===== config.mk =====
export PLATFORM = sky130hd
export DESIGN_NAME = tar_queue
export DESIGN_NICKNAME = d
export VERILOG_FILES = /design/src/rtl/tensor_axis_reduce_defines.svh /design/src/rtl/tar_queue.sv
export SDC_FILE = /design/constraint.sdc
export NUM_CORES = 1
export LEC_CHECK = 0
export ABC_AREA = 0
export BUFFER_PORTS_ARGS = -buffer_cell sky130_fd_sc_hd__buf_2
export CAP_MARGIN = 15
export CORE_UTILIZATION = 47
export CTS_BUF_LIST = sky130_fd_sc_hd__clkbuf_8
export DETAILED_ROUTE_END_ITERATION = 6
export MAX_ROUTING_LAYER = met4
export PLACE_DENSITY_LB_ADDON = 0.15
export SYNTH_ARGS = -nofsm -noshare
export SYNTH_HDL_FRONTEND = slang
export SYNTH_SLANG_ARGS = --single-unit

===== constraint.sdc =====
create_clock -name clk -period 5.7 [get_ports clk]
set_input_delay 1.14 -clock clk [delete_from_list [all_inputs] [get_ports clk]]
set_output_delay 1.14 -clock clk [all_outputs]
set_load 0.1 [all_outputs]

===== src/rtl/tensor_axis_reduce_defines.svh =====
// assertion macros shared by the rtl
`ifndef TENSOR_AXIS_REDUCE_DEFINES_SVH
`define TENSOR_AXIS_REDUCE_DEFINES_SVH

// condition holds at every clock edge outside reset
`define TAR_ASSERT_ALWAYS(label, clk, rst_n, cond, msg) \
	label: assert property (@(posedge clk) disable iff (!rst_n) (cond)) else $error(msg);

// consequent holds in the same cycle as the antecedent
`define TAR_ASSERT_IMPL(label, clk, rst_n, ante, cons, msg) \
	label: assert property (@(posedge clk) disable iff (!rst_n) (ante) |-> (cons)) \
		else $error(msg);

`endif


===== src/rtl/tar_queue.sv =====
module tar_queue #(
	parameter int WIDTH = 32,
	parameter int DEPTH = 4,
	localparam int AW = (DEPTH > 1) ? $clog2(DEPTH) : 1,
	localparam int LW = $clog2(DEPTH + 1)
) (
	input  logic             clk,
	input  logic             arst_n,
	input  logic             push_valid,
	output logic             push_ready,
	input  logic [WIDTH-1:0] push_data,
	output logic             pop_valid,
	input  logic             pop_ready,
	output logic [WIDTH-1:0] pop_data,
	output logic [LW-1:0]    level
);

	logic [WIDTH-1:0] mem_q [DEPTH];
	logic [AW-1:0]    wr_ptr_q;
	logic [AW-1:0]    rd_ptr_q;
	logic [LW-1:0]    level_q;
	logic             push;
	logic             pop;

	assign push_ready = (level_q != LW'(DEPTH));
	assign pop_valid  = (level_q != '0);
	assign pop_data   = mem_q[rd_ptr_q];
	assign level      = level_q;
	assign push       = push_valid & push_ready;
	assign pop        = pop_valid & pop_ready;

	always_ff @(posedge clk or negedge arst_n) begin
		if (!arst_n) begin
			wr_ptr_q <= '0;
			rd_ptr_q <= '0;
			level_q  <= '0;
		end else begin
			if (push) begin
				wr_ptr_q <= (wr_ptr_q == AW'(DEPTH - 1)) ? '0 : wr_ptr_q + AW'(1);
			end
			if (pop) begin
				rd_ptr_q <= (rd_ptr_q == AW'(DEPTH - 1)) ? '0 : rd_ptr_q + AW'(1);
			end
			if (push && !pop) begin
				level_q <= level_q + LW'(1);
			end else if (pop && !push) begin
				level_q <= level_q - LW'(1);
			end
		end
	end

	always_ff @(posedge clk) begin
		if (push) begin
			mem_q[wr_ptr_q] <= push_data;
		end
	end

endmodule


* Word-level counts from Yosys, hierarchy flattened
Memories as Yosys holds them, arrays and structs flattened.
Cells that the tools add are included.
** Word-level totals
- Register bits :: 7
- RAM bits :: 128
- Bits of input ports :: 36
- Output and inout bits :: 37
- Word-level logic and storage cells :: 25
- Memories :: 1
** Memories
- mem_q :: depth 4, width 32, rd ports 1, clocked after Yosys merged registers in 0, wr ports 1, RTL line tar_queue.sv:18 : logic [WIDTH-1:0] mem_q [DEPTH];
** Operators by class
- Add/sub/neg operators :: 4
- Equal/unequal tests :: 3
- Muxes and demuxes :: 6
- Bitwise gates (word level) :: 2
- Reduce and logical (&&, ||, !) cells :: 6
** Operators by type and width (count)
- $mux W3 :: 2
- $add A2 B1 Y2 const B :: 2
- $eq A2 B2 Y1 const B :: 2
- $mux W2 :: 2
- $add A3 B1 Y3 const B :: 1
- $ne A3 B3 Y1 const B :: 1
- $reduce_bool A3 Y1 :: 1
- $sub A3 B1 Y3 const B :: 1
- $and A1 B1 Y1 :: 2
- $logic_and A1 B1 Y1 :: 2
- $logic_not A1 Y1 :: 2
- $mux W1 :: 2
- $reduce_bool A2 Y1 :: 1

* Depth between registers and ports, before layout
Gate-level depths: netlist (run 1).
- Word-level depth :: 6
- Depth in mapped cells :: 8
- Gate-level depth less buffers :: 8

* Worst setup path after synthesis (run 1)
No wires, ideal clock.
- Path type :: flip-flop to flip-flop
- From :: register level_q[0], in the netlist level[0]
- To :: register level_q[2], in the netlist level[2]
- Setup time :: 0.162 ns
- Arrival :: 2.821 ns
- Data required time :: 5.538 ns
- Slack :: 2.717 ns
- Cell stages (with the launch flop) :: 9
- Buffers on the path :: 0
- Period minus slack after synthesis :: 2.983 ns
- Cell sequence :: dfrtp_1 > or3_2 > nand2_1 > ha_1 > inv_1 > fa_1 > xor2_1 > nor2_1 > xor2_1
** Between the ends
- Longest elaborated chain between the ends :: 5
- Elaborated cells between the ends (all ways) :: 13
- Classes of those cells :: add/sub (2); eq/ne (1); mux (2); bitwise (2); reduce/logical (6)
** RTL lines
- from (decl) :: RTL line tar_queue.sv:21 : logic [LW-1:0] level_q;
- from (signal assigned) :: RTL line tar_queue.sv:45 : level_q <= level_q + LW'(1);
- from (signal assigned) :: RTL line tar_queue.sv:47 : level_q <= level_q - LW'(1);
- $reduce_bool A3 Y1 (*) :: RTL line tar_queue.sv:26 : assign pop_valid = (level_q != '0);
- named net pop_valid :: RTL line tar_queue.sv:12 : output logic pop_valid,
- $and A1 B1 Y1 (*) :: RTL line tar_queue.sv:30 : assign pop = pop_valid & pop_ready;
- $logic_not A1 Y1 :: RTL line tar_queue.sv:44 : if (push && !pop) begin
- $logic_and A1 B1 Y1 :: RTL line tar_queue.sv:44
- $mux W3 / $reduce_bool A2 Y1 (equally long branches)
The timed path passes the listed nets; every way through them passes the cells marked *. The select of a mux whose other input is x is not followed.
A chain may end at the register's enable or synchronous reset.

* Worst setup path in the final report (run 1)
- From :: register rd_ptr_q[0]
- To :: output port pop_data[21]
** Between the ends
- Longest elaborated chain between the ends :: 1
** RTL lines
- from (decl) :: RTL line tar_queue.sv:20 : logic [AW-1:0] rd_ptr_q;
- from (signal assigned) :: RTL line tar_queue.sv:42 : rd_ptr_q <= (rd_ptr_q == AW'(DEPTH - 1)) ? '0 : rd_ptr_q + AW'(1);
- $mem_v2 Z4 W32
- to (decl) :: RTL line tar_queue.sv:14 : output logic [WIDTH-1:0] pop_data,
No other way between the ends.

==> summary.md, run 1 <==
| Metric | Value |
|---|---|
| Num CTS Buffers | 17 |
| Mapped Avg Cell Area | between 20 and 25 um2 |
| Worst slew pin tran | 0.872 ns |
| Status | finished clean |
| Placed instance area | 0.00555 mm2 |
| Hold Crit Depth | 1 |
| CTS root buffer | clkbuf_8 |
| Wire length per cell | roughly 19 um |
| 1st-pass router iterations | 4 |
| Min Tclk post-route | 3.37 ns |
| CTS max path bufs | 2 |
| Unrepaired setup endpoints after global routing | false |
| Fmax | a little under 0.3 GHz |
| Post-synthesis cell count | 204 |
| Post_cts resized | 0 |
| R2R depth | 8 |
| WS Path Type | register to primary output |
| CP required | 4.56 ns |
| Hold Vio Cnt, Final | 0 |
| CTS tree | yes |
| Clk Latency, worst-skew pair | 0.41 ns |
| Inst Count DP | 405 |
| # hold bufs at CTS | 0 |
| Core area | 0.0104 mm2 |
| WP data arrival | 2.23 ns |
| Reg2reg start | level[0]$_DFFE_PN0P_ |
| HP Start | level[2]$_DFFE_PN0P_ |
| #FFs+latches synth | 135 |
| Filler instances | 816 |
| Worst relative slew slack | 41.9% |
| Fin nets | 331 |
| Crit path capture type | primary output |
| Ports | 73 |
| Tot GR Track Use | 16.4% |
| Post-route ant nets | 0 |
| Vias | 2,266 |
| Most common cell after layout, fill and taps aside | edfxtp_1 |
| Final Cell Area | 0.00592 mm2 |
| Critical-path maximum fanout | 35 |
| Global-route wire length before repair | 12,800 um |
| # setup viols final | 0 |
| Final HPWL DP | 4710 um |
| Top Family by Delay on Critical Path | buffers and inverters |
| Row count | 37 |
| Die area | around 0.011 mm2 |
| Storage cell area | 0.00402 mm2 |
| Worst Setup Start Kind | register |
| Starting Density | 48.7% |
| Remaining DRCs | 0 |
| H-tree level count | 4 |
| Ratio of cells with drive above 1 in the final layout | 49.2% |
| Port Buffers | 72 |
| Max incr delay on CP | 0.61 ns |
| Largest net degree at the start of global routing | 36 |
| Distinct cells, synth | 19 |
| DR vias/cell | roughly 5.2 |
| Reg2Reg Setup Slack | 3.42 ns |
| Worst reg2reg endpoint | level[2]$_DFFE_PN0P_ |
| Gpl congestion | 0.671 |
| Syn-to-layout area delta | 17.2% |
| Hold EP | level[2]$_DFFE_PN0P_ |
| Die X | 106 um |
| Max Cap Viol | 0 |
| Via count of the first global-routing pass | ~2,400 |
| Gr ovfl total | 0 |
| Inserted Diodes | 0 |
| Post-synthesis sequential area ratio | 79.5% |
| Slowest cell on the critical path | mux4_2 |
| Clk sink count | between 100 and 150 |
| Post-synth net total | 247 |
| Commonest non-fill, non-tap cells in the layout | edfxtp_1 (128), buf_2 (72), mux4_2 (32), clkbuf_8 (17), ha_1 (6) |
| Multi-input gate area | 978 um2 |
| Clk slew on worst S/H paths | 0.07 ns |
| Initial DRC count | between 90 and 100 |
| Max-slew violations | 0 |
| Skew final | 0.0102 ns |
| Hold Path Class | register to register |
| Setup_tns | 0 ns |
| Non-filler cells, final | 437 |
| Postcts setup bufs | 0 |
| Cell breakdown of the critical path | buf_4 -> mux4_2 -> buf_2 |
| Die Y | 106 um |
| Mapped Area | 0.00505 mm2 |
| WL final | 8170 um |
| Initial antenna violation count | 0 |
| CP bufs+invs | 2 |
| Synth warn | 0 |
| Final period util | 59.1% |
[cell type report]
type / count / share of cell area [%]
inverters: 3 / 0.190
clock buffers: 17 / 3.95
well taps: 136 / 2.87
repair buffers: 73 / 6.21
flip-flops and latches: 135 / 67.9
multi-input cells: 58 / 16.5
clock inverters: 15 / 2.37
[logic make-up after synthesis]
logic type                 Yosys count  synth area share [%]
and+or+nand+nor                     11                  1.44
muxes                               37                  15.5
adders and majority gates            7                  1.88
xor gates and xnor gates             3                 0.520
buffers and inverters               11                  1.11
DFF                                135                  79.5
[synthesized netlist by cell type]
library cell	count	area share, %
edfxtp_1	128	76
mux4_2	32	14
dfrtp_1	7	3.5
ha_1	6	1.5
and3_2	4	0.59
buf_2	3	0.30
buf_4	3	0.45
inv_1	3	0.22
mux2_2	3	0.67
nor2_1	3	0.22
clkbuf_1	2	0.15
mux2_4	2	0.59
xor2_1	2	0.35
and2_4	1	0.17
fa_1	1	0.40
nand2_1	1	0.074
or3_2	1	0.15
or3b_4	1	0.22
xnor2_1	1	0.17
[worst max-delay path by stage]
stage / end / start / slack, ns / cells after the start
after floorplan: level[2]$_DFFE_PN0P_ / level[0]$_DFFE_PN0P_ / 2.72 / 8
after global placement: pop_data[21] / rd_ptr_q[0]$_DFFE_PN0P_ / 2.71 / 3
after detailed placement: pop_data[21] / rd_ptr_q[0]$_DFFE_PN0P_ / 2.70 / 3
after CTS: pop_data[21] / rd_ptr_q[0]$_DFFE_PN0P_ / 2.25 / 3
after global routing: pop_data[21] / rd_ptr_q[0]$_DFFE_PN0P_ / 2.17 / 3
final: pop_data[21] / rd_ptr_q[0]$_DFFE_PN0P_ / 2.33 / 3
[routing by layer]
metal  track usage (%)  routed length, um  share of wire, %
met5                 -                  0                 0
met2              25.8               4180                51
met4              5.06                 80              0.98
met1              20.7               3520                43
met3              4.89                402               4.9
[flip-flops by register name, indices dropped and copies added (netlist names)]
name and flops:
wr_ptr_q 2, level 3, mem_q 128, rd_ptr_q 2
[per-stage QoR]
stage	setup slack (ns)	utilization, %	hold WS (ns)
3_3_place_gp	2.71	53.5	0.486
5_1_grt	2.17	57.1	0.541
6_report	2.33	57.1	0.508
3_5_place_dp	2.70	53.5	0.490
2_1_floorplan	2.72	-	0.535
4_1_cts	2.25	57.1	0.506
Power of run 1 is left out: the tool's default activity adds up to more than one toggle a clock period on the data nets, which glitch-free logic cannot reach.
==> run 2, diff against run 1 <==
--- a/config.mk
+++ b/config.mk
@@ -5,7 +5,7 @@
 export SDC_FILE = /design/constraint.sdc
 export NUM_CORES = 1
 export LEC_CHECK = 0
-export ABC_AREA = 0
+export ABC_AREA = 1
 export BUFFER_PORTS_ARGS = -buffer_cell sky130_fd_sc_hd__buf_2
 export CAP_MARGIN = 15
 export CORE_UTILIZATION = 47
==> constraint.sdc (replaced) <==
create_clock -name clk -period 3.39 [get_ports clk]
set_input_delay 0.678 -clock clk [delete_from_list [all_inputs] [get_ports clk]]
set_output_delay 0.678 -clock clk [all_outputs]
set_load 0.1 [all_outputs]
==> run 2 against run 1 <==
- flip-flop and latch count unchanged
- first-iteration DRC count increased by 89%
- core utilization decreased by 0.66 points
- synthesized cell count increased by 110%
- synthesized area increased by 8.6%
- clock-buffer cell count unchanged
- largest cell class unchanged
==> summary.md, run 2 <==
| Metric | Value |
|---|---|
| Simple-gate share of the synthesized area | slightly below 9% |
| H-tree level count | 4 |
| Die area | 0.0121 mm2 |
| Distinct cells, synth | 17 |
| Synth warn | 0 |
| Post-synthesis cell count | 432 |
| Yosys top cell by area | edfxtp_1 |
| Reg2reg start | level[0]$_DFFE_PN0P_ |
| Gpl congestion | 0.788 |
| Max incr delay on CP | around 0.70 ns |
| Skew final | 0.00829 ns |
| # setup viols final | 0 |
| CTS tree | yes |
| Final period util | 85.7% |
| Top cells by area, synth | edfxtp_1 (70%), o211ai_1 (8.8%), nand2_1 (7.6%) |
| Max reg flops | between 100 and 150 |
| Syn-to-layout area delta | 17.5% |
| Largest family of logic cells by synthesized area | compound AO/OA/AOI/OAI gates |
| Final HPWL DP | around 5900 um |
| Remaining DRCs | 0 |
| Global-route wire length before repair | 15,500 um |
| DR vias/cell | 4.92 |
| Inserted Diodes | 0 |
| Mapped Area | 0.00549 mm2 |
| CP required | 2.71 ns |
| Row count | 39 |
| Yosys top cell area share | 70.1% |
| Worst Setup Start Kind | register |
| Synthesized-area fraction occupied by adder cells | under 10% |
| CP bufs+invs | 2 |
| Initial antenna violation count | 0 |
| Most common cell after layout, fill and taps aside | edfxtp_1 |
| Num CTS Buffers | 17 |
| Async S/R FF share, synth | a little over 5% |
| Post-Synth XOR/XNOR Area | less than 1% |
| Post-synthesis sequential area ratio | 73.2% |
| 1st-pass router iterations | 4 |
| EDFF count, synth | 128 |
| WP data arrival | 2.23 ns |
| Filler instances | 946 |
| Critical-path maximum fanout | 88 |
| Met2 wire len | 4820 um |
| Cell breakdown of the critical path | buf_12 -> o211ai_1 -> nand2_1 -> buf_2 |
| Mapped Avg Cell Area | 12.7 um2 |
| Crit path capture type | primary output |
| Fin nets | 554 |
| Met3 WL | 424 um |
| Compound-cell area share of the yosys netlist | 8.85% |
| Commonest non-fill, non-tap cells in the layout | edfxtp_1 (128), nand2_1 (111), inv_1 (77), buf_2 (72), o211ai_1 (64) |
| Multiplexer area fraction after synthesis | 0% |
| Slowest cell on the critical path | dfrtp_4 |
| Top Family by Delay on Critical Path | buffers and inverters |
| Die Y | around 110 um |
| WL final | 9840 um |
| Gr ovfl total | 0 |
| CTS root buffer | clkbuf_8 |
| Most common cell in the synthesized netlist | edfxtp_1 |
| #FFs+latches synth | 135 |
| CP Depth | 4 |
| Most frequent cells after synthesis | edfxtp_1 (128), nand2_1 (111), inv_1 (77) |
| R2R depth | 9 |
| Dominant synthesized flop cell | edfxtp_1 |
| Status | finished clean |
| Worst reg2reg endpoint | level[1]$_DFFE_PN0P_ |
| Post_cts resized | 0 |
| Starting Density | 48.0% |
| Initial DRC count | 181 |
| Hold Vio Cnt, Final | 0 |
| Postcts setup bufs | 0 |
| Ports | 73 |
| Tot GR Track Use | 18.5% |
| Post-route ant nets | 0 |
| # hold bufs at CTS | 0 |
| Setup_tns | 0 ns |
| Worst relative slew slack | around two thirds |
| CTS max path bufs | 2 |
| Via count of the first global-routing pass | 3,167 |
| Die X | about 110 um |
| Max-slew violations | 0 |
| Max Cap Viol | 0 |
| WS Path Type | register to primary output |
| Port Buffers | 72 |
| Wire length per cell | around 15 um |
| Unrepaired setup endpoints after global routing | false |
| Min Tclk post-route | 2.91 ns |
| Clk sink count | 135 |
| Worst slew pin tran | slightly above 0.5 ns |
| Highest Signal Layer | met4 |
| Core area | 0.0114 mm2 |
| Hold Path Class | input pin to asynchronous set/reset pin |
| Vias | 3,282 |
| Clk Latency, worst-skew pair | 0.43 ns |
| Ratio of cells with drive above 1 in the final layout | 22.3% |
| Largest net degree at the start of global routing | 89 |
| Reg2Reg Setup Slack | ~1.3 ns |
| Fmax | 0.344 GHz |
| Post-synth net total | 475 |
| Metal-1 WL | 4410 um |
| Min Hold Slack | 0.0684 ns |
| Clk slew on worst S/H paths | 0.07 ns |
| Largest register by flop count | mem_q |
run 2: cell types whose count changed in the layout (fill, tap and decap cells not counted), sizes merged, moves of 2 or more:
cell and delta:
mux4 -32, mux2 -5, nand2 +110, nand3 +7
buf +8, xor2 -2, clkinvlp -2, and3 -4
nor2 +3, o211ai +64, inv +74, clkinv +2
run 2: worst max path at each step:
stage,start,to,slack (ns)
after floorplan,level[0]$_DFFE_PN0P_,mem_q[3][0]$_DFFE_PP_,0.15
after global placement,rd_ptr_q[0]$_DFFE_PN0P_,pop_data[30],0.96
after detailed placement,rd_ptr_q[0]$_DFFE_PN0P_,pop_data[31],0.94
after CTS,rd_ptr_q[0]$_DFFE_PN0P_,pop_data[2],0.45
after global routing,rd_ptr_q[0]$_DFFE_PN0P_,pop_data[19],0.33
final,rd_ptr_q[0]$_DFFE_PN0P_,pop_data[2],0.48
run 2: layout make-up:
cell class	instances	area [um2]	share of cell area (%)
clock buffer	17	234	3.63
tap	143	179	2.78
multi-input combinational	198	1100	17.1
timing repair buffer	81	453	7.03
sequential	135	4020	62.4
inverter	78	293	4.54
clock inverter	15	160	2.48
run 2: layer usage:
| layer | vias up | global-route usage [%] |
|---|---|---|
| met5 | - | - |
| met4 | 0 | 8.67 |
| met3 | 16 | 5.41 |
| met2 | 69 | 28.7 |
| met1 | 1553 | 22.3 |
| li1 | 1644 | - |
run 2: cell families after synthesis:
logic type | after synthesis
flip-flops | 135
buffers and inverters | 99
adder cells (fa/ha/maj) | 7
XOR/XNOR | 1
AO/OA/AOI/OAI | 65
AND/OR/NAND/NOR | 125
run 2: per-stage QoR:
step / worst slack (ns) / utilization, % / instances / cell area, um2
finish: 0.483 / 56.5 / 667 / 6450
global route: 0.333 / 56.5 / 667 / 6450
CTS: 0.451 / 56.5 / 667 / 6450
detailed placement: 0.943 / 53.0 / 635 / 6050
global placement: 0.959 / 53.0 / 635 / 6050
floorplan: 0.154 / - / 432 / 5500
Power of run 2 is left out for the same reason.
==> run 3, diff against run 2 <==
==> constraint.sdc (replaced) <==
create_clock -name clk -period 3.39 [get_ports clk]
set_input_delay 0.339 -clock clk [delete_from_list [all_inputs] [get_ports clk]]
set_output_delay 0.339 -clock clk [all_outputs]
set_load 0.1 [all_outputs]
==> run 3 against run 2 <==
- die area unchanged
- core utilization is 0.31 points lower
- routed wire length fell by 2.2%
- cell count decreased by 0.30%
- global-route usage fell by 0.13 points
- worst hold slack better by 0.048 ns
- first-iteration DRC count shrank 19%
- clock-buffer cell count unchanged
- register-to-register slack lost 0.03 ns
- flip-flop and latch count stayed put
- critical endpoint is now pop_data[26]
- largest cell class unchanged
==> summary.md, run 3 (synthesis results as in run 2) <==
| Metric | Value |
|---|---|
| Status | finished clean |
| Min Tclk post-route | between 2 and 3 ns |
| Syn-to-layout area delta | 16.9% |
| Ports | 73 |
| Largest net degree at the start of global routing | 69 |
| R2R depth | 9 |
| Max Cap Viol | 0 |
| CP Depth | 4 |
| Max incr delay on CP | between 0.8 and 0.9 ns |
| Initial antenna violation count | 0 |
| Commonest non-fill, non-tap cells in the layout | edfxtp_1 (128), nand2_1 (111), inv_1 (79), buf_2 (72), o211ai_1 (64) |
| 1st-pass router iterations | 4 |
| Top Family by Delay on Critical Path | flip-flops |
| Wire length per cell | roughly 14 um |
| Metal-1 WL | 4240 um |
| Hold Crit Depth | 1 |
| Tot GR Track Use | 18.4% |
| Initial DRC count | around 150 |
| CTS root buffer | clkbuf_8 |
| Unrepaired setup endpoints after global routing | false |
| Skew final | 0.00486 ns |
| # setup viols final | 0 |
| Num CTS Buffers | 17 |
| Met3 WL | 546 um |
| Post_cts resized | 0 |
| CP required | 3.05 ns |
| Die area | 0.0121 mm2 |
| Slowest cell on the critical path | dfrtp_4 |
| Die Y | 110 um |
| Port Buffers | 72 |
| Final HPWL DP | 5680 um |
| Max reg flops | between 100 and 150 |
| Via count of the first global-routing pass | 3,154 |
| Hold Path Class | input pin to register |
| Die X | 110 um |
| Storage cell area | 0.00402 mm2 |
| DR vias/cell | 4.87 |
| Inst Count DP | ~630 |
| Worst relative slew slack | 54.3% |
| Core area | 0.0114 mm2 |
| Cell breakdown of the critical path | buf_12 -> o211ai_1 -> nand2_1 -> buf_2 |
| Non-filler cells, final | 665 |
| Most common cell after layout, fill and taps aside | edfxtp_1 |
| Starting Density | between 40% and 50% |
| Row count | 39 |
| Hold Vio Cnt, Final | 0 |
| Fmax | 0.376 GHz |
| CP bufs+invs | 2 |
| Global-route wire length before repair | roughly 15,000 um |
| Filler instances | 963 |
| Remaining DRCs | 0 |
| WP data arrival | about 2.3 ns |
| Clk slew on worst S/H paths | 0.07 ns |
| WS Path Type | register to primary output |
| Placement Setup Slack | roughly 1.2 ns |
| Setup_tns | 0 ns |
| Gr ovfl total | 0 |
| Gpl congestion | 0.750 |
| Ratio of cells with drive above 1 in the final layout | 21.3% |
| CTS max path bufs | 2 |
| Crit path capture type | primary output |
| Worst Slack Setup Final | roughly 0.73 ns |
| H-tree level count | 4 |
| Vias | 3,237 |
| Post-route ant nets | 0 |
| Worst slew pin tran | around 0.68 ns |
| Final period util | 78.4% |
| Clk sink count | 135 |
| CTS tree | yes |
| Met2 wire len | 4720 um |
| WL final | 9620 um |
| Inserted Diodes | 0 |
| Worst Setup Start Kind | register |
| Clk Latency, worst-skew pair | around 0.43 ns |
| Critical-path maximum fanout | 68 |
| Max-slew violations | 0 |
| Fin nets | 553 |
| Largest register by flop count | mem_q |
| Highest Signal Layer | met4 |
| Multi-input gate area | 0.00110 mm2 |
[run 3: per-layer routing]
| metal | track usage [%] | vias to the layer above |
|---|---|---|
| li1 | - | 1636 |
| met1 | 20.9 | 1519 |
| met2 | 29.2 | 72 |
| met3 | 8.17 | 10 |
| met4 | 5.90 | 0 |
| met5 | - | - |
[run 3: stage by stage]
step           cell area (um2)  hold slack, ns  util, %
2_1_floorplan             5500          0.0434        -
3_3_place_gp              6020           0.184     52.8
3_5_place_dp              6020           0.194     52.8
4_1_cts                   6410          0.0820     56.1
5_1_grt                   6410          0.0733     56.1
6_report                  6410           0.116     56.1
[run 3: worst reg2reg max path, cell delays in order, from the launching register on]
cell and delay, ns:
dfrtp_1 0.44, inv_1 0.11, nand3_2 0.11, nand2_1 0.38, inv_1 0.10, ha_1 0.23
inv_1 0.09, fa_1 0.42, nand2_1 0.07, o21ai_0 0.07
[run 3: final timing paths]
| path | start | end | slack, ns |
|---|---|---|---|
| worst max-delay path | rd_ptr_q[0]$_DFFE_PN0P_ | pop_data[26] | 0.73 |
| min in group asynchronous | arst_n | level[1]$_DFFE_PN0P_ | 0.28 |
| worst max register to register | level[0]$_DFFE_PN0P_ | level[1]$_DFFE_PN0P_ | 1.26 |
| max in group asynchronous | arst_n | rd_ptr_q[0]$_DFFE_PN0P_ | 2.93 |
| worst min-delay path | push_data[6] | mem_q[2][6]$_DFFE_PP_ | 0.12 |
| worst min register to register | wr_ptr_q[1]$_DFFE_PN0P_ | wr_ptr_q[1]$_DFFE_PN0P_ | 0.54 |
[run 3: area by class of cell]
class,count,area share [%]
multi-input combinational,198,17.2
timing repair buffer,80,6.79
clock inverter,14,2.22
clock buffer,17,3.65
tap,143,2.79
sequential,135,62.7
inverter,78,4.57
[run 3: timing repair]
item,4_1_cts,5_1_grt
setup buffers,0,0
endpoints found under the hold margin,7,0
hold buffers,1,0
Power of run 3 is left out for the same reason.
