File: config.mk
export PLATFORM = sky130hd
export DESIGN_NAME = tar_front_flat
export DESIGN_NICKNAME = d
export VERILOG_FILES = /design/src/rtl/tar_pkg.sv /design/src/rtl/tar_if.sv /design/src/rtl/tar_front.sv /design/src/flat_wrapper.sv
export VERILOG_INCLUDE_DIRS = /design/src /design/src/rtl
export SDC_FILE = /design/constraint.sdc
export NUM_CORES = 1
export LEC_CHECK = 0
export ABC_CLOCK_PERIOD_IN_PS = 4000
export BUFFER_PORTS_ARGS = -buffer_cell sky130_fd_sc_hd__buf_2
export CORE_UTILIZATION = 50
export DETAILED_ROUTE_END_ITERATION = 7
export GPL_TIMING_DRIVEN = 0
export PLACE_DENSITY = 0.86
export SLEW_MARGIN = 20
export SYNTH_ARGS = -nofsm -noshare
export SYNTH_HDL_FRONTEND = slang
export SYNTH_SLANG_ARGS = --single-unit
File: constraint.sdc
create_clock -name clk -period 4 [get_ports clk]
set_clock_uncertainty 0.1 [all_clocks]
set_input_delay 0.4 -clock clk [delete_from_list [all_inputs] [get_ports clk]]
set_output_delay 0.4 -clock clk [all_outputs]
set_load 0.01 [all_outputs]
File: src/rtl/tensor_axis_reduce_defines.svh
// assertion macros shared by the rtl
`ifndef TENSOR_AXIS_REDUCE_DEFINES_SVH
`define TENSOR_AXIS_REDUCE_DEFINES_SVH

// condition holds at every clock edge outside reset
`define TAR_ASSERT_ALWAYS(label, clk, rst_n, cond, msg) \
	label: assert property (@(posedge clk) disable iff (!rst_n) (cond)) else $error(msg);

// consequent holds in the same cycle as the antecedent
`define TAR_ASSERT_IMPL(label, clk, rst_n, ante, cons, msg) \
	label: assert property (@(posedge clk) disable iff (!rst_n) (ante) |-> (cons)) \
		else $error(msg);

`endif

File: src/rtl/tar_pkg.sv
package tar_pkg;

	localparam int ELEM_W    = 32;
	localparam int CFG_DW    = 16;
	localparam int CFG_IDX_W = 2;
	localparam int INNER_W   = 11;
	localparam int AXIS_W    = 16;

	// queue depths between front and back, and behind the back end
	localparam int FRONT_DEPTH = 4;
	localparam int OUT_DEPTH   = 4;

	// register indexes
	localparam logic [CFG_IDX_W-1:0] CFG_OP_MODE     = 2'd0;
	localparam logic [CFG_IDX_W-1:0] CFG_INNER_SIZE  = 2'd1;
	localparam logic [CFG_IDX_W-1:0] CFG_AXIS_LENGTH = 2'd2;

	typedef enum logic [1:0] {
		OP_SUM  = 2'd0,
		OP_PROD = 2'd1,
		OP_MIN  = 2'd2,
		OP_MAX  = 2'd3
	} op_mode_t;

	typedef struct packed {
		logic first;
		logic last;
	} tar_tag_t;

endpackage

File: src/rtl/tar_if.sv
interface tar_in_if;
	logic                               valid;
	logic                               ready;
	logic signed [tar_pkg::ELEM_W-1:0]  element;

	modport source (output valid, output element, input ready);
	modport sink   (input valid, input element, output ready);
endinterface


File: src/rtl/tar_front.sv
`include "tensor_axis_reduce_defines.svh"

module tar_front #(
	parameter int MAX_INNER = 1024,
	localparam int SLOT_W = (MAX_INNER > 1) ? $clog2(MAX_INNER) : 1
) (
	input  logic                               clk,
	input  logic                               arst_n,
	input  logic                               cfg_wr_en,
	input  logic [tar_pkg::CFG_IDX_W-1:0]      cfg_index,
	input  logic [tar_pkg::CFG_DW-1:0]         cfg_wdata,
	tar_in_if.sink                             feed,
	output tar_pkg::op_mode_t                  op_mode,
	output logic                               item_valid,
	input  logic                               item_ready,
	output logic signed [tar_pkg::ELEM_W-1:0]  item_element,
	output logic [SLOT_W-1:0]                  item_slot,
	output tar_pkg::tar_tag_t                  item_tag
);

	import tar_pkg::*;

	localparam int CNT_W = SLOT_W + 1;

	op_mode_t           op_mode_q;
	logic [INNER_W-1:0] inner_size_q;
	logic [AXIS_W-1:0]  axis_length_q;
	logic [SLOT_W-1:0]  inner_pos_q;
	logic [AXIS_W-1:0]  axis_pos_q;
	logic [CNT_W-1:0]   eff_inner;
	logic [AXIS_W-1:0]  eff_axis;
	logic               inner_wrap;
	logic               axis_last;
	logic               take;

	always_comb begin
		if (inner_size_q == '0) begin
			eff_inner = CNT_W'(1);
		end else if (32'(inner_size_q) > MAX_INNER) begin
			eff_inner = CNT_W'(MAX_INNER);
		end else begin
			eff_inner = CNT_W'(inner_size_q);
		end
		eff_axis   = (axis_length_q == '0) ? AXIS_W'(1) : axis_length_q;
		inner_wrap = (({1'b0, inner_pos_q} + CNT_W'(1)) == eff_inner);
		axis_last  = (({1'b0, axis_pos_q} + (AXIS_W + 1)'(1)) == {1'b0, eff_axis});
	end

	assign take          = feed.valid & item_ready;
	assign feed.ready    = item_ready;
	assign item_valid    = feed.valid;
	assign item_element  = feed.element;
	assign item_slot     = inner_pos_q;
	assign item_tag.first = (axis_pos_q == '0);
	assign item_tag.last  = axis_last;
	assign op_mode       = op_mode_q;

	always_ff @(posedge clk or negedge arst_n) begin
		if (!arst_n) begin
			op_mode_q     <= OP_SUM;
			inner_size_q  <= INNER_W'(1);
			axis_length_q <= AXIS_W'(1);
			inner_pos_q   <= '0;
			axis_pos_q    <= '0;
		end else if (cfg_wr_en) begin
			unique case (cfg_index)
				CFG_OP_MODE: begin
					op_mode_q   <= op_mode_t'(cfg_wdata[1:0]);
					inner_pos_q <= '0;
					axis_pos_q  <= '0;
				end
				CFG_INNER_SIZE: begin
					inner_size_q <= cfg_wdata[INNER_W-1:0];
					inner_pos_q  <= '0;
					axis_pos_q   <= '0;
				end
				CFG_AXIS_LENGTH: begin
					axis_length_q <= cfg_wdata[AXIS_W-1:0];
					inner_pos_q   <= '0;
					axis_pos_q    <= '0;
				end
				default: begin
				end
			endcase
		end else if (take) begin
			if (inner_wrap) begin
				inner_pos_q <= '0;
				axis_pos_q  <= axis_last ? '0 : axis_pos_q + AXIS_W'(1);
			end else begin
				inner_pos_q <= inner_pos_q + SLOT_W'(1);
			end
		end
	end

	`TAR_ASSERT_ALWAYS(a_inner_in_range, clk, arst_n, {1'b0, inner_pos_q} < eff_inner, "inner position beyond inner size")
	`TAR_ASSERT_ALWAYS(a_axis_in_range, clk, arst_n, axis_pos_q < eff_axis, "axis position beyond axis length")

endmodule

File: src/flat_wrapper.sv
// flat-port wrapper written by rule: the top's interface ports become plain ports
module tar_front_flat import tar_pkg::*;
#(
	parameter int MAX_INNER = 1024,
	localparam int SLOT_W = (MAX_INNER > 1) ? $clog2(MAX_INNER) : 1
)
  (clk, arst_n, cfg_wr_en, cfg_index, cfg_wdata, op_mode, item_valid, item_ready, item_element, item_slot, item_tag, feed_valid, feed_element, feed_ready);
  tar_in_if feed_i ();
  input  logic clk;
  input  logic arst_n;
  input  logic cfg_wr_en;
  input  logic [tar_pkg::CFG_IDX_W-1:0] cfg_index;
  input  logic [tar_pkg::CFG_DW-1:0] cfg_wdata;
  output tar_pkg::op_mode_t op_mode;
  output logic item_valid;
  input  logic item_ready;
  output logic signed [tar_pkg::ELEM_W-1:0] item_element;
  output logic [SLOT_W-1:0] item_slot;
  output tar_pkg::tar_tag_t item_tag;
  input wire logic [$bits(feed_i.valid)-1:0] feed_valid;
  input wire logic [$bits(feed_i.element)-1:0] feed_element;
  output wire logic [$bits(feed_i.ready)-1:0] feed_ready;
  assign feed_i.valid = feed_valid;
  assign feed_i.element = feed_element;
  assign feed_ready = feed_i.ready;
  tar_front #(.MAX_INNER(MAX_INNER)) u_core (.clk(clk), .arst_n(arst_n), .cfg_wr_en(cfg_wr_en), .cfg_index(cfg_index), .cfg_wdata(cfg_wdata), .feed(feed_i), .op_mode(op_mode), .item_valid(item_valid), .item_ready(item_ready), .item_element(item_element), .item_slot(item_slot), .item_tag(item_tag));
endmodule
== Word level (Yosys, flattened, before mapping) ==
Index checks and enable logic that the tools add are counted.
Storage, ports and cells
  word-level logic and storage cells: 40
  RAM bits: 0
  memories kept: 0
  bits in registers: 55
  output and inout bits: 48
  ROM bits: 0
  latch bits: 0
  input port bits: 55
Operators by class
  div/mod/pow operators: 0
  equality and inequality tests: 5
  shifts and indexed selects: 0
  bitwise gates (word level): 1
  $add $sub $neg: 4
  $lt $le $gt $ge: 1
  reductions and logical operators: 12
  multiplexer cells: 12
  multiply operators: 0
Operators with widths (number)
  16-bit two-way mux: 6
  10-bit two-way mux: 4
  16-bit zero test: 2
  11-bit two-way mux: 2
  16-bit by 1-bit adder with 17-bit output (second input constant): 1
  17-bit by 16-bit equality test with 1-bit output: 1
  16-bit by 1-bit adder with 16-bit output (second input constant): 1
  10-bit by 1-bit adder with 11-bit output (second input constant): 1
  11-bit equality test: 1
  11-bit > comparator (second input constant): 1
  11-bit zero test: 1
  10-bit by 1-bit adder with 10-bit output (second input constant): 1
  2-bit AND reduction: 4
  2-bit nonzero test: 2
  3-bit AND reduction: 1
  3-bit OR reduction: 1
  2-bit by 1-bit equality test with 1-bit output (second input constant): 1
  2-bit equality test (second input constant): 1
  2-bit zero test: 1
  2-bit inequality test (second input constant): 1
  1-bit bitwise AND: 1

== Longest topological paths before layout ==
Gate-level depths: netlist (run 1).
  depth after elaboration: 7
  mapped depth: 12
  mapped depth without buffers: 10

== Worst setup path before layout (run 1) ==
No wires, ideal clock.
  kind: flip-flop to flip-flop
  start point: register u_core.inner_pos_q[1], in the netlist u_core.item_slot[1]
  end point: register u_core.axis_pos_q[13]
  path buffers: 0
  required time: 3.821 ns
  library setup time: 0.079 ns
  data arrival time: 2.743 ns
  slack: 1.078 ns
  stages on the path, launching flop included: 10
  period minus slack after synthesis: 2.922 ns
  cells stage by stage: dfrtp_1 ha_1 or4b_2 a21o_1 o211ai_1 o311ai_1 nor4_4 nor2_2 or4_1 mux2i_1
On the way
  word-level cells in the longest chain between the ends: 4
RTL lines
  from (decl): RTL line tar_front.sv:28  | logic [SLOT_W-1:0] inner_pos_q;
  from (signal assigned): RTL line tar_front.sv:90  | inner_pos_q <= inner_pos_q + SLOT_W'(1);
  10-bit by 1-bit adder with 11-bit output: RTL line tar_front.sv:45  | inner_wrap = (({1'b0, inner_pos_q} + CNT_W'(1)) == eff_inner);
  11-bit equality test: RTL line tar_front.sv:45
  2-bit nonzero test (no source line)
  3-bit AND reduction (no source line)
  to (signal assigned): RTL line tar_front.sv:88  | axis_pos_q <= axis_last ? '0 : axis_pos_q + AXIS_W'(1);
  to (decl): RTL line tar_front.sv:29  | logic [AXIS_W-1:0] axis_pos_q;
No other way between the ends.
A chain may end at the register's enable or synchronous reset.

== Worst setup path after layout (run 1) ==
  start point: register u_core.axis_pos_q[6]
  end point: output port item_tag[0] (netlist name)
On the way
  word-level cells in the longest chain between the ends: 2
RTL lines
  16-bit by 1-bit adder with 17-bit output: RTL line tar_front.sv:46  | axis_last = (({1'b0, axis_pos_q} + (AXIS_W + 1)'(1)) == {1'b0, eff_axis});
  17-bit by 16-bit equality test with 1-bit output: RTL line tar_front.sv:46
  to (decl): RTL line flat_wrapper.sv:19  | output tar_pkg::tar_tag_t item_tag;
No other way between the ends.

==> results of run 1 <==
-- worst max-delay path, stage by stage (launching register included) --
cell	delay, ns
dfrtp_1	0.36
clkbuf_1	0.33
and4_1	0.29
nand4_1	0.26
or4b_1	0.53
o211a_1	0.12
o22ai_1	0.17
and3_1	0.25
buf_4	0.12
buf_2	0.11
-- stage by stage --
stage | util [%] | instances | worst slack [ns]
after detailed placement | 58.37 | 564 | 0.7332
after CTS | 59.73 | 572 | 0.6667
after floorplan | - | 396 | 1.078
after global routing | 59.73 | 572 | 0.2959
final | 59.73 | 572 | 0.6303
after global placement | 58.34 | 564 | 0.8054
-- report_power, final --
group / internal (mW) / switching, mW
Combinational: 0.221 / 0.233
Sequential: 0.634 / 0.0797
Clock: 0.142 / 0.194
Total: 0.997 / 0.506
-- final cells by class --
cell class              count  area, um2
clock buffers               6      82.58
clock inverters             2      16.27
well taps                  99      123.9
repair buffers             69      347.8
plain buffers              57      362.8
inverters                   9      33.78
flip-flops and latches     55       1379
fillers                   646       2937
multi-input cells         275       2009
-- layer usage --
metal | share of wire [%] | GRT usage, %
met4 | 1.9 | 7.359
met1 | 45 | 32.27
met2 | 46 | 37.62
met3 | 6.2 | 3.232
met5 | 0 | 0
-- cell usage in the layout (no fill, tap or decap), types with 2 or more instances in the layout --
| cell | netlist | layout |
|---|---|---|
| mux2_2 | 29 | 29 |
| dfstp_2 | 2 | 2 |
| nand3_1 | 18 | 18 |
| inv_1 | 9 | 9 |
| nand4_1 | 9 | 9 |
| nor3b_1 | 2 | 2 |
| buf_2 | 8 | 76 |
| o2111a_1 | 3 | 3 |
| a31oi_1 | 5 | 5 |
| nor2_1 | 16 | 16 |
| nand4b_1 | 3 | 3 |
| nor2b_1 | 4 | 4 |
| o31ai_1 | 7 | 7 |
| nor4_1 | 9 | 9 |
| a2111oi_2 | 2 | 2 |
| nor3_1 | 9 | 9 |
| a22o_1 | 4 | 4 |
| buf_4 | 37 | 38 |
| clkbuf_8 | 0 | 6 |
| xnor2_1 | 27 | 27 |
| a21o_1 | 3 | 3 |
| o21ai_0 | 12 | 12 |
| mux2i_1 | 11 | 11 |
| or3_1 | 4 | 4 |
| or4_1 | 2 | 2 |
| clkbuf_1 | 11 | 11 |
| dfrtp_1 | 53 | 53 |
| and2_1 | 2 | 2 |
| nand3b_1 | 3 | 3 |
| and3_1 | 4 | 4 |
| xor2_1 | 7 | 7 |
| o211ai_1 | 2 | 2 |
| a21oi_1 | 13 | 13 |
| nand2_1 | 31 | 31 |
| ha_1 | 3 | 3 |
| and4_1 | 6 | 6 |
-- cell families after synthesis --
family          count (synthesis)  share of synthesized area (%)
flops                          55                          36.43
buf+inv                        66                          10.48
mux                            40                          11.54
xor+xnor                       35                          8.463
fa+ha+maj                       3                         0.9918
simple gates                  133                          19.90
compound gates                 64                          12.20
-- state kept, by name, indices dropped and copies added (netlist names) --
name / count
u_core.inner_size_q: 11
u_core.item_slot: 10
u_core.axis_length_q: 16
u_core.axis_pos_q: 16
u_core.op_mode: 2
-- worst max-delay path by stage --
stage,startpoint,to,slack (ns),cells after the start
2_1_floorplan,u_core.item_slot[1],u_core.axis_pos_q[13],1.08,9
3_3_place_gp,u_core.item_slot[1],u_core.axis_pos_q[11],0.81,9
3_5_place_dp,u_core.item_slot[1],u_core.axis_pos_q[0],0.73,9
4_1_cts,u_core.axis_pos_q[6],item_tag[0],0.67,9
5_1_grt,u_core.item_slot[1],u_core.axis_pos_q[9],0.30,9
6_report,u_core.axis_pos_q[6],item_tag[0],0.63,9
==> run metrics, run 1 <==
FFs w/ async S/R, synth=100.0%; H-tree depth=2; Vias=3,351; share of the synthesized area in the top cell type=35.04%; TritonCTS buffer count=5; Setup crit start kind=flop; die width=89.01 um; Resize count post-CTS=0; Starting Density=51.90%; postcts setup bufs=0; status=finished clean; area delta synth->final=15.07%; Post-DRT Antenna Nets=0; register-to-register setup slack=0.65 ns; detailed-route wire length per cell=15.86 um; Synth area leader=dfrtp_1; max-cap viol count=0; count leader, synth=dfrtp_1; FF-to-FF path depth=9; CTS tree=built; total track usage=23.17%; synthesis-stage register bit count=55; routability cong.=0.9460; Syn Nets=454; Mapped Area=3785 um2; slew margin rel.=52.49%; Pins Over Slew Limit=0; RSZ-0062 raised after global routing=false; Mapped Cells=396; maximum VDD drop=0.1973 mV; final instance area=4355 um2; Detailed Routing Iterations Pass 1=5; post-layout minimum cycle time=3.370 ns; share of cells above drive strength 1=34.46%; yosys warns=0; # DRC=0; Clock transition at path regs=0.10 ns; core area=7292 um2; worst skew pair latency=0.32 ns; PortBufs=69; top achievable clock speed=296.8 MHz; synthesized area per cell=9.558 um2; 1st-iter DRT viols=289; Clock Path Buffers=2; dpl cell area=4257 um2; Yosys cell types=61; Die Height=89.01 um; Hold Crit Class=in2async; Seq/Total Area, Yosys=36.43%; worst r2r dst=u_core.axis_pos_q[9]; IO Pins=103; antenna diode count=0; Commonest cells post-synth=dfrtp_1 (53), buf_4 (37), nand2_1 (31), mux2_2 (29), xnor2_1 (27); initial antenna violation count=0; Congestion Overflow GR=0; number of synthesized flops with an enable pin=0; Leakage=1.919 nW; fin crit share=84.24%; hold buffers post-CTS=0; critical path endpoint category=output pin; row count=31; Worst Path Arrival=2.87 ns; final hold slack=0.01048 ns; hpwl dp=6883 um; reg2reg start=u_core.item_slot[1]; drt via density=5.858; die area=7922 um2; total power=1.503 mW; Critical Path Fanout Max=8; Setup CP Type=reg2out; Post-Route WL=9072 um; synth top area cells=dfrtp_1 (35%), mux2_2 (8.6%), buf_4 (7.3%); Layout Nets=530; first-pass GRT wire length=14,120 um; final hold violations=0; Main synth FF type=dfrtp_1; PwrDens=345.1 nW/um2; final setup TNS=0 ns; Setup Viol. Count Final=0; largest net degree at the start of global routing=56; Worst EP required=3.50 ns; vias in the first global route=2,925; Sink Count=55; CTS root buffer=clkbuf_8; Least-Margin Pin Slew=0.7016 ns
No activity file was read; power rests on OpenSTA's default activity.
==> inputs of run 2 (changes only) <==
Settings changed: ABC_CLOCK_PERIOD_IN_PS 4000 to 3300.
Clock period 4 ns to 3.3 ns, I/O delays scaled along.
==> run 2 against run 1 <==
Compared with the run above:
- routed wire length is 1.1% higher
- hold slack improved by 0.13 ns
- critical path depth unchanged
- clock-buffer cell count unchanged
- clock power rose by 21%
- setup slack got worse by 0.49 ns
- critical endpoint is now u_core.axis_pos_q[11]
==> run metrics, run 2 (synthesis results as in run 1) <==
wire length on met2=4236 um; final hold slack=0.1444 ns; Post-DRT Antenna Nets=0; slew margin rel.=52.02%; drt via density=5.850; most frequent cells in the layout=buf_2 (75), dfrtp_1 (51), buf_4 (43), nand2_1 (31), mux2_2 (29); Detailed Routing Iterations Pass 1=5; Clock Path Buffers=2; Clk pwr share=22.2%; Worst EP required=3.42 ns; PortBufs=69; row count=31; Congestion Overflow GR=0; Reg power frac=47.7%; die width=89.01 um; fin crit share=95.67%; H-tree depth=2; Hold Crit Class=in2reg; critical path endpoint category=flop; hpwl dp=6883 um; reg2reg start=u_core.item_slot[1]; routability cong.=0.9460; placed cells=564; top achievable clock speed=316.7 MHz; first-pass GRT wire length=14,140 um; antenna diode count=0; max-cap viol count=0; sw frac=33.85%; maximum VDD drop=0.2422 mV; Sink Count=55; hold path depth=2; largest net degree at the start of global routing=56; Setup crit start kind=flop; worst skew pair latency=0.32 ns; register-to-register setup slack=0.14 ns; total track usage=23.21%; share of cells above drive strength 1=37.68%; worst r2r dst=u_core.axis_pos_q[11]; Leakage=1.936 nW; Pins Over Slew Limit=0; die area=7922 um2; post-layout minimum cycle time=3.157 ns; CTS tree=built; NetSw=0.6207 mW; Final Non-Filler Cells=574; routed wl met3=718 um; Post-Route WL=9173 um; crit path from=u_core.item_slot[1]; Starting Density=51.90%; PwrDens=413.4 nW/um2; top flop regs=u_core.axis_length_q (16), u_core.axis_pos_q (16), u_core.inner_size_q (11); area delta synth->final=17.19%; vias in the first global route=2,942; Vias=3,358; Setup CP Type=reg2reg; IO Pins=103; fill count=633; Die Height=89.01 um; CTS root buffer=clkbuf_8; core area=7292 um2; Combinational Power Share=30.1%; commonest non-fill, non-tap cell in the layout=buf_2; detailed-route wire length per cell=15.98 um; Worst Path Arrival=3.28 ns; status=finished clean; top routing layer in use=met4; Setup Viol. Count Final=0; initial antenna violation count=0; Power Internal=1.213 mW; 1st-iter DRT viols=328; Layout Nets=532; TritonCTS buffer count=5; FF-to-FF path depth=9; # DRC=0; Least-Margin Pin Slew=0.7197 ns; crit path to=u_core.axis_pos_q[11]; Critical Path Fanout Max=6; final hold violations=0; Clock transition at path regs=0.10 ns; M1 WL=4047 um
## run 2: changes by cell type in the layout (fill, tap and decap cells not counted), sizes merged
cell         change
clkbuf           -3
buf              +4
dlygate4sd3      +1
## run 2: worst max-delay path, cell delays in order, from the launching register on
cell	delay, ns
dfrtp_1	0.46
ha_2	0.28
nand3_2	0.16
or3_1	0.38
a2111oi_1	0.46
o311ai_2	0.24
nor4_4	0.29
or2_2	0.21
nand2_1	0.20
o31ai_1	0.28
## run 2: area by class of cell
type,instances,area [um2],share of cell area [%]
multi-input combinational,275,2052,46.26
sequential,55,1381,31.14
timing repair buffer,75,395.4,8.914
buffer,53,350.3,7.898
tap,99,123.9,2.793
clock buffer,6,82.58,1.862
inverter,9,33.78,0.7616
clock inverter,2,16.27,0.3667
## run 2: power groups by stage
stage / Sequential (mW) / Combinational, mW / Clock [mW]
floorplan: 0.849 / 0.408 / 0
global placement: 0.870 / 0.524 / 0
detailed placement: 0.875 / 0.546 / 0
CTS: 0.862 / 0.550 / 0.411
global route: 0.887 / 0.607 / 0.436
finish: 0.875 / 0.552 / 0.407
## run 2: metrics by stage
stage	area (um2)	util [%]	setup slack [ns]	TNS [ns]	total power, mW
after floorplan	3785	-	0.3777	0	1.257
after global placement	4254	58.34	0.1054	0	1.394
after detailed placement	4257	58.37	0.03322	0	1.421
after CTS	4373	59.97	0.008681	0	1.823
after global routing	4436	60.83	-0.01315	-0.03789	1.930
final	4436	60.83	0.1429	0	1.833
## run 2: worst min-delay path by stage
stage | start | endpoint | slack, ns
5_1_grt | cfg_wdata[13] | u_core.axis_length_q[13] | 0.14
3_3_place_gp | u_core.op_mode[0] | u_core.op_mode[0] | 0.39
6_report | cfg_wdata[14] | u_core.axis_length_q[14] | 0.14
3_5_place_dp | arst_n | u_core.axis_pos_q[13] | 0.33
4_1_cts | cfg_wdata[14] | u_core.axis_length_q[14] | 0.14
2_1_floorplan | arst_n | u_core.axis_length_q[10] | -0.07
## run 2: metal layers
layer | up-vias | GRT usage [%]
li1 | 1568 | -
met1 | 1588 | 32.21
met2 | 186 | 37.62
met3 | 16 | 3.232
met4 | 0 | 7.792
met5 | - | 0
## run 2: repair_timing
| action | 4_1_cts | 5_1_grt |
|---|---|---|
| setup endpoints to repair | 2 | 25 |
| hold buffers | 1 | 0 |
| resized for setup | 0 | 14 |
| pin swaps | 1 | 4 |
| endpoints found under the hold margin | 47 | 0 |
| buffers inserted | 1 | 4 |
==> inputs of run 3 (changes only) <==
Settings changed: PLACE_DENSITY 0.86 to 0.77, RECOVER_POWER from default to 100, SLEW_MARGIN 20 to default.
==> run 3 against run 2 <==
Compared with the run above:
- first-iteration DRC count down 50%
- clock power up 1%
- cell area down 2.1%
- total power down 0.46%
- critical path depth up 2
- routed wire length down 0.74%
- hold slack worse by 0.012 ns
- maximum frequency about the same
- critical path type is now reg2out
- highest routed layer is now met5
==> run metrics, run 3 (synthesis results as in run 1) <==
status=finished clean; Pins Over Slew Limit=0; PwrDens=420.3 nW/um2; Setup CP Type=reg2out; initial antenna violation count=1; # DRC=0; Post-Route WL=9105 um; Worst Path Arrival=2.73 ns; Starting Density=51.90%; FF-to-FF path depth=9; Hold Path Origin=cfg_wdata[14]; Setup crit start kind=flop; max-cap viol count=0; drt via density=5.749; Critical Path Fanout Max=10; Setup Viol. Count Final=0; most frequent cells in the layout=clkbuf_1 (52), dfrtp_1 (52), buf_4 (38), nand2_1 (31); Final Non-Filler Cells=570; antenna diode count=0; register-to-register setup slack=0.18 ns; H-tree depth=2; hpwl dp=6907 um; die width=89.01 um; 1st-iter DRT viols=163; final hold violations=0; Die Height=89.01 um; core area=7292 um2; detailed-route wire length per cell=15.97 um; vias in the first global route=3,071; PortBufs=69; hold buffers post-CTS=0; total power=1.825 mW; Clock transition at path regs=0.11 ns; critical path endpoint category=output pin; die area=7922 um2; Layout Nets=528; share of cells above drive strength 1=27.60%; hold path depth=2; Worst EP required=2.87 ns; final instance area=4342 um2; top flop regs=u_core.axis_length_q (16), u_core.axis_pos_q (16), u_core.inner_size_q (11); Vias=3,277; slew margin rel.=11.24%; CTS root buffer=clkbuf_8; Congestion Overflow GR=0; maximum VDD drop=0.2607 mV; dpl cell area=4254 um2; IO Pins=103; first-pass GRT wire length=14,540 um; Post-DRT Antenna Nets=0; reg2reg start=u_core.item_slot[1]; worst skew pair latency=0.32 ns; largest net degree at the start of global routing=56; Worst Hold End=u_core.axis_length_q[14]; Leakage=1.783 nW; Sink Count=55; CTS tree=built; Clock Path Buffers=2; RSZ-0062 raised after global routing=true; TritonCTS buffer count=5; Least-Margin Pin Slew=1.331 ns; post-layout minimum cycle time=3.155 ns; Hold Crit Class=in2reg; Detailed Routing Iterations Pass 1=4; routability cong.=0.9348; area delta synth->final=14.71%; top achievable clock speed=316.9 MHz; total track usage=24.14%; row count=31; fin crit share=95.61%; placed cells=564; worst r2r dst=u_core.axis_pos_q[3]
## run 3: changes by cell type in the layout (fill, tap and decap cells not counted), sizes merged
| cell | previous run | this run |
|---|---|---|
| clkinvlp | 1 | 0 |
| clkbuf | 14 | 61 |
| dlygate4sd3 | 1 | 0 |
| buf | 119 | 68 |
| inv | 9 | 10 |
| clkinv | 1 | 2 |
## run 3: routing by layer
layer | share of wire [%] | track usage, % | wire length (um) | vias up
met1 | 44 | 31.06 | 4010 | 1571
met3 | 6.3 | 4.524 | 575 | 18
li1 | - | - | - | 1554
met5 | 0.20 | 0 | 18 | -
met4 | 2.2 | 9.380 | 200 | 2
met2 | 47 | 40.49 | 4300 | 132
## run 3: layout make-up
type	instances	area, um2
fill	655	2950
multi-input combinational	275	2052
sequential	55	1380
buffer	54	352.8
timing repair buffer	70	296.5
tap	99	123.9
clock buffer	5	68.82
clock inverter	3	33.78
inverter	9	33.78
## run 3: worst max-delay path by stage
stage	from	endpoint	slack, ns	depth (start not counted)
after detailed placement	u_core.item_slot[1]	u_core.axis_pos_q[3]	0.02	9
after global placement	u_core.item_slot[1]	u_core.axis_pos_q[11]	0.08	9
final	u_core.axis_pos_q[0]	item_tag[0]	0.14	11
after floorplan	u_core.item_slot[1]	u_core.axis_pos_q[13]	0.38	9
after CTS	u_core.axis_pos_q[6]	item_tag[0]	0.02	9
after global routing	u_core.axis_pos_q[0]	item_tag[0]	-0.05	9
## run 3: stage by stage
step                TNS [ns]  setup slack, ns  hold slack [ns]  utilization, %
floorplan                  0           0.3777         -0.06559               -
global placement           0          0.07987           0.3914           58.34
detailed placement         0          0.02462           0.3992           58.34
CTS                        0          0.01661           0.1286           59.99
global route        -0.09556         -0.05035           0.1362           59.54
finish                     0           0.1449           0.1319           59.54
## run 3: worst max-delay path: stages (launching register included)
cell and delay (ns):
dfrtp_1 0.37, buf_2 0.19, inv_1 0.07, ha_1 0.33, xor2_1 0.15, a21oi_1 0.13, nand2_1 0.09, nor4_2 0.34
and4_1 0.25, and3_1 0.23, buf_4 0.13, buf_2 0.11
## run 3: power breakdown
part	internal, mW	total, mW	switching [mW]	leakage [nW]
Combinational	0.262	0.538	0.276	1.04
Clock	0.160	0.412	0.252	0.0515
Sequential	0.768	0.875	0.107	0.693
## run 3: timing repair
item,4_1_cts,5_1_grt
pin swaps,1,2
setup buffers,1,0
setup endpoints to repair,3,18
resized for setup,3,10
